==> config.mk <==
export PLATFORM = sky130hd
export DESIGN_NAME = ommb_ctrl
export DESIGN_NICKNAME = d
export VERILOG_FILES = /design/src/hw/rtl/ommb_pkg.sv /design/src/hw/rtl/ommb_ctrl.sv
export SDC_FILE = /design/constraint.sdc
export NUM_CORES = 1
export LEC_CHECK = 0
export BUFFER_PORTS_ARGS = -buffer_cell sky130_fd_sc_hd__buf_2
export CAP_MARGIN = 15
export CORE_ASPECT_RATIO = 2
export CORE_UTILIZATION = 43
export DETAILED_ROUTE_END_ITERATION = 16
export REMOVE_ABC_BUFFERS = 1
export SETUP_SLACK_MARGIN = 0.4
export SYNTH_ARGS = -nofsm -noshare
export SYNTH_HDL_FRONTEND = slang
export SYNTH_SLANG_ARGS = --single-unit
==> constraint.sdc <==
create_clock -name clk -period 2.46 [get_ports clk]
set_input_delay 0 -clock clk [delete_from_list [all_inputs] [get_ports clk]]
set_output_delay 0 -clock clk [all_outputs]
set_load 0.01 [all_outputs]
==> src/hw/rtl/ommb_pkg.sv <==
package ommb_pkg;

	// command word from controller to datapath
	localparam int OP_W  = 5;
	localparam int IDX_W = 6;

	typedef struct packed {
		logic [OP_W-1:0]  op;
		logic [IDX_W-1:0] idx;
	} cmd_t;

	// datapath operations
	localparam logic [OP_W-1:0] OP_NOP     = 5'd0;
	localparam logic [OP_W-1:0] OP_LOAD    = 5'd1;
	localparam logic [OP_W-1:0] OP_UPD_MUL = 5'd2;
	localparam logic [OP_W-1:0] OP_UPD_WB  = 5'd3;
	localparam logic [OP_W-1:0] OP_RLD     = 5'd4;
	localparam logic [OP_W-1:0] OP_RSTEP   = 5'd5;
	localparam logic [OP_W-1:0] OP_RFIN    = 5'd6;
	localparam logic [OP_W-1:0] OP_TQ      = 5'd7;
	localparam logic [OP_W-1:0] OP_TREC    = 5'd8;
	localparam logic [OP_W-1:0] OP_TEST    = 5'd9;
	localparam logic [OP_W-1:0] OP_TCOR    = 5'd10;
	localparam logic [OP_W-1:0] OP_TSQ     = 5'd11;
	localparam logic [OP_W-1:0] OP_TSQW    = 5'd12;
	localparam logic [OP_W-1:0] OP_HMUL    = 5'd13;
	localparam logic [OP_W-1:0] OP_HWB     = 5'd14;
	localparam logic [OP_W-1:0] OP_SMUL    = 5'd15;
	localparam logic [OP_W-1:0] OP_SWB     = 5'd16;
	localparam logic [OP_W-1:0] OP_MMUL    = 5'd17;
	localparam logic [OP_W-1:0] OP_MWB     = 5'd18;
	localparam logic [OP_W-1:0] OP_PUT     = 5'd19;

	// transaction function codes
	localparam logic [2:0] F_SET_POS   = 3'd0;
	localparam logic [2:0] F_SET_ANG   = 3'd1;
	localparam logic [2:0] F_SET_SCL   = 3'd2;
	localparam logic [2:0] F_TRANSLATE = 3'd3;
	localparam logic [2:0] F_ADD_ANG   = 3'd4;
	localparam logic [2:0] F_MUL_SCL   = 3'd5;

	// angle constants in q16.16 degrees
	localparam logic [24:0] DEG90  = 25'd5898240;
	localparam logic [24:0] DEG180 = 25'd11796480;
	localparam logic [24:0] DEG270 = 25'd17694720;
	localparam logic [24:0] DEG360 = 25'd23592960;

	// floor(2^37 / 45), reciprocal for the divide by 90
	localparam logic [31:0] RECIP45 = 32'd3054198966;

	// sine polynomial coefficients, q30
	localparam logic signed [32:0] SIN_C1 = 33'sd1686629713;
	localparam logic signed [32:0] SIN_C3 = -33'sd693598668;
	localparam logic signed [32:0] SIN_C5 = 33'sd85569305;
	localparam logic signed [32:0] SIN_C7 = -33'sd5026995;
	localparam logic signed [32:0] SIN_C9 = 33'sd172273;

endpackage

==> src/hw/rtl/ommb_ctrl.sv <==
module ommb_ctrl (
	input  logic           clk,
	input  logic           arst_n,
	input  logic           in_valid,
	output logic           in_ready,
	output logic           out_valid,
	input  logic           out_ready,
	output ommb_pkg::cmd_t cmd
);
	import ommb_pkg::*;

	localparam logic [2:0] S_IDLE = 3'd0;
	localparam logic [2:0] S_UPD  = 3'd1;
	localparam logic [2:0] S_TRIG = 3'd2;
	localparam logic [2:0] S_MAT  = 3'd3;
	localparam logic [2:0] S_PUT  = 3'd4;

	localparam logic [6:0] UPD_LAST  = 7'd5;
	localparam logic [6:0] TRIG_LAST = 7'd40;
	localparam logic [6:0] MAT_LAST  = 7'd75;

	logic [2:0] state_q;
	logic [6:0] step_q;
	logic [1:0] axis_q;
	logic       out_valid_q;
	logic       put_ok;
	logic [4:0] tl;
	logic [3:0] tu;
	logic [3:0] hu;

	assign in_ready  = (state_q == S_IDLE);
	assign out_valid = out_valid_q;
	assign put_ok    = !out_valid_q || out_ready;

	// trig sub-sequence decode
	assign tl = 5'(step_q - 7'd9);
	assign tu = tl[3:0];
	assign hu = 4'(tu - 4'd6);

	// command generation
	always_comb begin
		cmd.op  = OP_NOP;
		cmd.idx = '0;
		unique case (state_q)
			S_IDLE: begin
				if (in_valid) cmd.op = OP_LOAD;
			end
			S_UPD: begin
				cmd.op  = step_q[0] ? OP_UPD_WB : OP_UPD_MUL;
				cmd.idx = 6'(step_q[2:1]);
			end
			S_TRIG: begin
				if (step_q == 7'd0) begin
					cmd.op  = OP_RLD;
					cmd.idx = 6'(axis_q);
				end else if (step_q <= 7'd7) begin
					cmd.op  = OP_RSTEP;
					cmd.idx = 6'(7'd7 - step_q);
				end else if (step_q == 7'd8) begin
					cmd.op  = OP_RFIN;
					cmd.idx = 6'(axis_q);
				end else begin
					case (tu)
						4'd0: begin
							cmd.op  = OP_TQ;
							cmd.idx = 6'(tl[4]);
						end
						4'd1: cmd.op = OP_TREC;
						4'd2: cmd.op = OP_TEST;
						4'd3: cmd.op = OP_TCOR;
						4'd4: cmd.op = OP_TSQ;
						4'd5: cmd.op = OP_TSQW;
						4'd14: cmd.op = OP_SMUL;
						4'd15: begin
							cmd.op  = OP_SWB;
							cmd.idx = 6'({axis_q, tl[4]});
						end
						default: begin
							cmd.op  = tu[0] ? OP_HWB : OP_HMUL;
							cmd.idx = 6'(hu[2:1]);
						end
					endcase
				end
			end
			S_MAT: begin
				cmd.op  = step_q[0] ? OP_MWB : OP_MMUL;
				cmd.idx = step_q[6:1];
			end
			S_PUT: begin
				if (put_ok) cmd.op = OP_PUT;
			end
			default: ;
		endcase
	end

	// sequencer
	always_ff @(posedge clk or negedge arst_n) begin
		if (!arst_n) begin
			state_q <= S_IDLE;
			step_q  <= '0;
			axis_q  <= '0;
		end else begin
			unique case (state_q)
				S_IDLE: begin
					if (in_valid) begin
						state_q <= S_UPD;
						step_q  <= '0;
					end
				end
				S_UPD: begin
					if (step_q == UPD_LAST) begin
						state_q <= S_TRIG;
						step_q  <= '0;
						axis_q  <= '0;
					end else begin
						step_q <= step_q + 7'd1;
					end
				end
				S_TRIG: begin
					if (step_q == TRIG_LAST) begin
						step_q <= '0;
						if (axis_q == 2'd2) state_q <= S_MAT;
						else axis_q <= axis_q + 2'd1;
					end else begin
						step_q <= step_q + 7'd1;
					end
				end
				S_MAT: begin
					if (step_q == MAT_LAST) state_q <= S_PUT;
					else step_q <= step_q + 7'd1;
				end
				S_PUT: begin
					if (put_ok) state_q <= S_IDLE;
				end
				default: state_q <= S_IDLE;
			endcase
		end
	end

	// result valid flag
	always_ff @(posedge clk or negedge arst_n) begin
		if (!arst_n) begin
			out_valid_q <= 1'b0;
		end else if (state_q == S_PUT && put_ok) begin
			out_valid_q <= 1'b1;
		end else if (out_ready) begin
			out_valid_q <= 1'b0;
		end
	end

	a_accept_starts: assert property (@(posedge clk) disable iff (!arst_n)
		(in_valid && in_ready) |=> (state_q == S_UPD && step_q == 7'd0))
		else $error("accepted transaction did not start the update phase");

	a_valid_from_put: assert property (@(posedge clk) disable iff (!arst_n)
		$rose(out_valid_q) |-> $past(state_q) == S_PUT)
		else $error("result valid raised outside the put state");

	a_trig_bounds: assert property (@(posedge clk) disable iff (!arst_n)
		(state_q == S_TRIG) |-> (step_q <= TRIG_LAST && axis_q != 2'd3))
		else $error("trig sequence counter out of range");

	a_mat_bounds: assert property (@(posedge clk) disable iff (!arst_n)
		(state_q == S_MAT) |-> (step_q <= MAT_LAST))
		else $error("matrix sequence counter out of range");

endmodule

==> impl_metrics.env, run 1 <==
export IMPL_rsz0062_at_grt="true"
export IMPL_finalHoldViolCount=0
export IMPL_worst_pin_slew_ps=575
export IMPL_timing_hold_ws_ps=68.0
export IMPL_nNetsFinal=246
export IMPL_cts_sinks=13
export IMPL_placementRows=29
export IMPL_drv_cap=0
export IMPL_end_kind="output port"
export IMPL_placed_cell_area_mm2=0.00164
export IMPL_grt_overflow=0
export IMPL_gp_congestion=0.924
export IMPL_grt_pass1_vias=1701
export IMPL_hold_path_depth=3
export IMPL_antenna_found_initial=0
export IMPL_drcViolationCount=4
export IMPL_critPathTopFamily="simple AND/OR/NAND/NOR gates"
export IMPL_pre_cts_slack_ps=244
export IMPL_hold_path_class="in -> reg"
export IMPL_portBuffers=16
export IMPL_ys_seq_area_share_pct=22.0
export IMPL_ys_flop_type="dfrtp_1"
export IMPL_dieArea_mm2=0.00370
export IMPL_vdd_ir_drop_max_uv=618
export IMPL_cp_start_kind="flop"
export IMPL_skew_ps=2.46
export IMPL_synth_seq_cells=13
export IMPL_core_mm2=0.00323
export IMPL_clk_path_buf_depth=2
export IMPL_switching_share_pct=50.1
export IMPL_final_cell_mix="buf_4, nor2_1, buf_2, nand2_1, inv_1"
export IMPL_grt_start_max_net_pins=17
export IMPL_reg2reg_depth=9
export IMPL_fin_area_mm2=0.00202
export IMPL_numCtsBuffers=3
export IMPL_worst_slack_ps=95.1
export IMPL_synth_top_cell_area_share_pct=22.0
export IMPL_path_clk_slew_ps=60
export IMPL_die_w_um=43.5
export IMPL_setup_viol=0
export IMPL_h_tree_depth=1
export IMPL_synth_edf_count=0
export IMPL_relSlewSlack_pct=61.7
export IMPL_gr_usage_met3_pct=2.34
export IMPL_path_depth=7
export IMPL_post_route_min_period_ps=2360
export IMPL_routed_via_count=1670
export IMPL_routed_wl_mm=4.90
export IMPL_leakage_nw=0.874
export IMPL_p_comb_share_pct=76.8
export IMPL_status="complete, but fails checks"
export IMPL_p_switching_mw=1.24
export IMPL_grt_pass1_wl_mm=7.87
export IMPL_area_delta_synth_final_pct=36.1
export IMPL_die_h_um=85.0
export IMPL_critical_path_arrival_ps=2360
export IMPL_pwr_share_clk_pct=8.3
export IMPL_power_internal_mw=1.24
export IMPL_wl_per_cell_um=18.6
export IMPL_required_ps=2460
export IMPL_ant_nets=0
export IMPL_async_reset_ff_share_pct=100
export IMPL_crit_fanout=7
export IMPL_grt_use_met2_pct=50.8
export IMPL_ys_types=57
export IMPL_drive_above_1_share_pct=37.1
export IMPL_p_per_area_mw_per_mm2=1230
export IMPL_clk_latency_ps=250
export IMPL_yosysWarningCount=0
export IMPL_drt_iter0_markers=77
export IMPL_grt_met1_usage_pct=29.3
export IMPL_cp_slowest_cell="or4_4"
export IMPL_fmax_ghz=0.423
export IMPL_synth_area_leaders="dfrtp_1, ha_1, nor2_1"
export IMPL_cts_tree="yes"
export IMPL_drtPass1Iterations=10
export IMPL_dp_hpwl_mm=3.55
export IMPL_cp_buffers_inverters=2
export IMPL_synth_largest_area_cell="dfrtp_1"
export IMPL_clockRootBuffer="clkbuf_8"
export IMPL_n_antenna_cell=0
export IMPL_ios=17
export IMPL_floorplan_initialDensity_pct=45.9
export IMPL_tns_ps=0
export IMPL_seqPwrFrac_pct=15.0
export IMPL_crit_chain="buf_8, or4_4, and2_4, mux2i_2, nand4_1, a32oi_1, buf_2"
export IMPL_final_common_cell="buf_4"
export IMPL_synthCells=189
export IMPL_synth_area_per_cell_um2=7.84
export IMPL_busiest_layer="met2"
export IMPL_slowest_delay_ps=530
export IMPL_period_share_pct=96.1
export IMPL_violations="DRC"
export IMPL_crit_type="reg -> out"
export IMPL_routed_via_density=6.35
export IMPL_grt_total_usage_pct=27.6
export IMPL_mappedNetlistArea_mm2=0.00148
export IMPL_final_max_slew_viol_count=0
final cells by class:
class                           count  area [µm²]
Tap cell                           31        38.8
Inverter                           13        48.8
Sequential cell                    13         329
Timing Repair Buffer               47         327
Clock inverter                      1        5.00
Fill cell                         302        1210
Multi-Input combinational cell    155        1230
Clock buffer                        3        41.3
power by group through the flow:
stage | Sequential, mW | Combinational, mW | Clock (mW)
final | 0.371 | 1.90 | 0.204
after CTS | 0.362 | 1.69 | 0.208
after floorplan | 0.383 | 0.958 | 0
after global routing | 0.383 | 2.03 | 0.213
after global placement | 0.352 | 1.41 | 0
after detailed placement | 0.355 | 1.45 | 0
state kept, by name, indices dropped and copies added (netlist names):
register and count:
state_q 3, axis_q 2, step_q 7, out_valid 1
through the flow:
stage               std cells  utilization (%)  total power [mW]
floorplan                 181                -              1.34
global placement          238             50.8              1.77
detailed placement        238             50.8              1.81
CTS                       251             58.3              2.26
global route              263             62.5              2.63
finish                    263             62.5              2.47
synth_stat cells (all sizes together), types with 5 or more instances:
| master | instances |
|---|---|
| clkbuf | 5 |
| dfrtp | 13 |
| nor3 | 6 |
| o21ai | 16 |
| nor2 | 21 |
| nand3 | 8 |
| inv | 13 |
| ha | 9 |
| o22ai | 5 |
| nand2b | 9 |
| nand2 | 14 |
per-layer routing:
layer	routed length, µm	share of wire, %
met3	218	4.5
met2	2740	56
met4	174	3.6
met1	1760	36
met5	0	0
worst paths after layout:
path,startpoint,to,slack [ps]
worst max-delay path,step_q[0],cmd[0],100
worst min-delay path,out_ready,out_valid,70
worst max register to register,step_q[0],step_q[4],480
worst min register to register,out_valid,out_valid,570
max in group asynchronous,arst_n,step_q[2],2040
min in group asynchronous,arst_n,axis_q[0],160
repair_timing:
| action | CTS | global route |
|---|---|---|
| gates cloned | 0 | 0 |
| gates resized for setup | 26 | 12 |
| hold buffers | 1 | 0 |
| endpoints found under the setup margin | 15 | 15 |
| pin swaps | 14 | 12 |
| setup buffers | 8 | 12 |
| hold endpoints to repair | 13 | 0 |
kinds of logic (layout without fill, tap and decap cells):
family / Yosys count / after routing / share of synthesized area, %
fa+ha+maj: 9 / 9 / 7.60
flops: 13 / 13 / 22.0
simple gates: 77 / 77 / 28.0
xor+xnor: 5 / 5 / 2.96
mux: 6 / 6 / 4.48
compound gates: 58 / 58 / 29.5
buf+inv: 21 / 64 / 5.57
worst register-to-register path, cell delays in order (launching register included):
cell and delay (ps):
dfrtp_1 390, buf_8 130, buf_4 120, ha_4 150
nand2b_4 70, nor4_4 260, buf_4 180, a311o_1 240
nor2_1 100, a22o_1 220
No activity file was read; power rests on OpenSTA's default activity.
==> run 2, diff against run 1 <==
--- a/config.mk
+++ b/config.mk
@@ -5,6 +5,7 @@
 export SDC_FILE = /design/constraint.sdc
 export NUM_CORES = 1
 export LEC_CHECK = 0
+export ABC_AREA = 1
 export BUFFER_PORTS_ARGS = -buffer_cell sky130_fd_sc_hd__buf_2
 export CAP_MARGIN = 15
 export CORE_ASPECT_RATIO = 2
==> run 2 against run 1 <==
Against the previous run:
- the run now ends clean
- clock power shrank 5%
- synthesized area down 8.2%
- core utilization shrank 2.1 points
- flip-flop and latch count stayed put
- largest cell class unchanged
- largest power group is now registers
- highest routed layer unchanged
==> impl_metrics.env, run 2 <==
export IMPL_yosysMostFrequentCell="nand2_1"
export IMPL_reg2reg_slack_ps=560
export IMPL_portBuffers=16
export IMPL_path_clk_slew_ps=60
export IMPL_core_mm2=0.00298
export IMPL_cp_slowest_cell="dfrtp_2"
export IMPL_crit_fanout=9
export IMPL_n_antenna_cell=0
export IMPL_end_kind="output port"
export IMPL_synth_edf_count=0
export IMPL_fmax_ghz=0.474
export IMPL_reg2reg_depth=10
export IMPL_cp_start_kind="flop"
export IMPL_drive_above_1_share_pct=37.5
export IMPL_async_reset_ff_share_pct=100
export IMPL_synthTopCellsByCount="nand2_1, nand3_1, inv_1"
export IMPL_floorplan_initialDensity_pct=45.7
export IMPL_grt_pass1_wl_mm=6.41
export IMPL_largest_reg_flops=7
export IMPL_routed_wl_mm=4.07
export IMPL_crit_type="reg -> out"
export IMPL_synth_seq_cells=13
export IMPL_yosysWarningCount=0
export IMPL_gp_congestion=0.966
export IMPL_wl_per_cell_um=15.1
export IMPL_path_depth=14
export IMPL_status="finished clean"
export IMPL_grt_pass1_vias=1429
export IMPL_setup_viol=0
export IMPL_routed_via_count=1523
export IMPL_top_regs="step_q x7, state_q x3, axis_q x2"
export IMPL_critical_path_arrival_ps=2110
export IMPL_ys_seq_area_share_pct=23.9
export IMPL_grt_start_max_net_pins=14
export IMPL_cp_buffers_inverters=4
export IMPL_rsz0062_at_grt="true"
export IMPL_dieArea_mm2=0.00341
export IMPL_cts_sinks=13
export IMPL_ys_types=36
export IMPL_post_route_min_period_ps=2110
export IMPL_cts_tree="yes"
export IMPL_worst_slack_ps=350
export IMPL_grt_total_usage_pct=24.4
export IMPL_drt_iter0_markers=46
export IMPL_ys_flop_type="dfrtp_1"
export IMPL_slowest_delay_ps=400
export IMPL_placementRows=28
export IMPL_crit_chain="inv_4, buf_8, ha_4, nor2_1, nand2_1, nand3_2, nand2_2, nor2_4, nand2_2, buf_4, nand3_1, nand3_1, o2111ai_1, buf_2"
export IMPL_worst_pin_slew_ps=346
export IMPL_largest_register="step_q"
export IMPL_grt_overflow=0
export IMPL_tns_ps=0
export IMPL_ios=17
export IMPL_drv_cap=0
export IMPL_final_cell_mix="nand2_1, nand3_1, inv_1, buf_4, buf_2"
export IMPL_synthCells=202
export IMPL_p_per_area_mw_per_mm2=230
export IMPL_clockRootBuffer="clkbuf_8"
export IMPL_ant_nets=0
export IMPL_leakage_nw=0.895
export IMPL_hold_path_class="in -> reg"
export IMPL_skew_ps=5.72
export IMPL_h_tree_depth=1
export IMPL_numCtsBuffers=3
export IMPL_mappedNetlistArea_mm2=0.00136
export IMPL_routed_via_density=5.64
export IMPL_finalHoldViolCount=0
export IMPL_drtPass1Iterations=4
export IMPL_nNetsFinal=254
export IMPL_final_common_cell="nand2_1"
export IMPL_power_mw=0.414
export IMPL_pre_cts_slack_ps=425
export IMPL_drcViolationCount=0
export IMPL_vdd_ir_drop_max_uv=424
export IMPL_period_share_pct=85.8
export IMPL_die_h_um=81.5
export IMPL_dp_cells=249
export IMPL_clk_path_buf_depth=2
export IMPL_fin_cells=270
export IMPL_required_ps=2460
export IMPL_dp_hpwl_mm=3.09
export IMPL_hold_path_depth=4
export IMPL_synth_area_leaders="dfrtp_1, nand2_1, nand3_1"
export IMPL_critPathTopFamily="simple AND/OR/NAND/NOR gates"
export IMPL_relSlewSlack_pct=76.9
export IMPL_synth_top_cell_area_share_pct=23.9
export IMPL_clk_latency_ps=250
export IMPL_final_max_slew_viol_count=0
export IMPL_die_w_um=41.8
export IMPL_area_delta_synth_final_pct=32.2
export IMPL_synth_area_per_cell_um2=6.73
export IMPL_synth_largest_area_cell="dfrtp_1"
export IMPL_antenna_found_initial=0
## run 2: changes by cell type in the layout (fill, tap and decap cells not counted), sizes merged, moves of 4 or more
cell    change
inv        +15
nand2      +33
and2        -4
mux2i       -4
nor3b       +4
o21ai       -4
buf        -11
nand2b      -9
nand3      +16
a21oi       +8
## run 2: per-stage QoR
stage          utilization (%)  hold slack [ps]  instance area, µm²
5_1_grt                   60.4             38.7                1800
4_1_cts                   54.5             17.9                1620
2_1_floorplan                -             -296                1340
3_3_place_gp              49.7            -99.0                1480
6_report                  60.4             14.3                1800
3_5_place_dp              49.7            -90.8                1480
## run 2: worst paths after layout
| check | from | end |
|---|---|---|
| setup / recovery | step_q[0] | cmd[7] |
| hold / removal | out_ready | out_valid |
| setup reg to reg | step_q[0] | step_q[6] |
| hold reg to reg | out_valid | out_valid |
| max in group asynchronous | arst_n | step_q[2] |
| min in group asynchronous | arst_n | out_valid |
## run 2: where the power goes
| group | switching [mW] | total, mW | internal [mW] |
|---|---|---|---|
| clock network | 0.0781 | 0.193 | 0.114 |
| logic | 0.00495 | 0.00769 | 0.00275 |
| registers | 0.0000000000000000149 | 0.214 | 0.214 |
## run 2: layer usage
metal	track usage (%)	vias up	wire [µm]
li1	-	757	-
met1	25.8	720	1590
met2	45.8	35	2280
met3	1.32	11	74
met4	15.8	0	121
met5	0	-	0
## run 2: area by class of cell
class | count | area, µm²
fill | 294 | 1180
multi-input combinational | 158 | 1030
sequential | 13 | 330
timing repair buffer | 36 | 244
inverter | 29 | 114
clock buffer | 4 | 45.0
tap | 30 | 37.5
## run 2: worst min-delay path, delay by kind of cell
family,cells,cell delay (ps)
and+or+nand+nor,2,90
buffers and inverters,2,140
## run 2: what timing repair did
action | 4_1_cts | 5_1_grt
setup endpoints to repair | 6 | 13
setup buffers | 4 | 12
hold buffers | 1 | 0
pin swaps | 4 | 11
hold endpoints to repair | 13 | 0
gates resized for setup | 16 | 24
## run 2: cells by family (layout without fill, tap and decap cells)
kind of cell	after synthesis	count (layout)	synth area share, %
xor gates and xnor gates	4	4	2.58
DFF	13	13	23.9
and+or+nand+nor	110	110	40.7
buffers and inverters	31	69	9.38
AOI/OAI and AO/OA	35	35	15.2
adders and majority gates	9	9	8.28
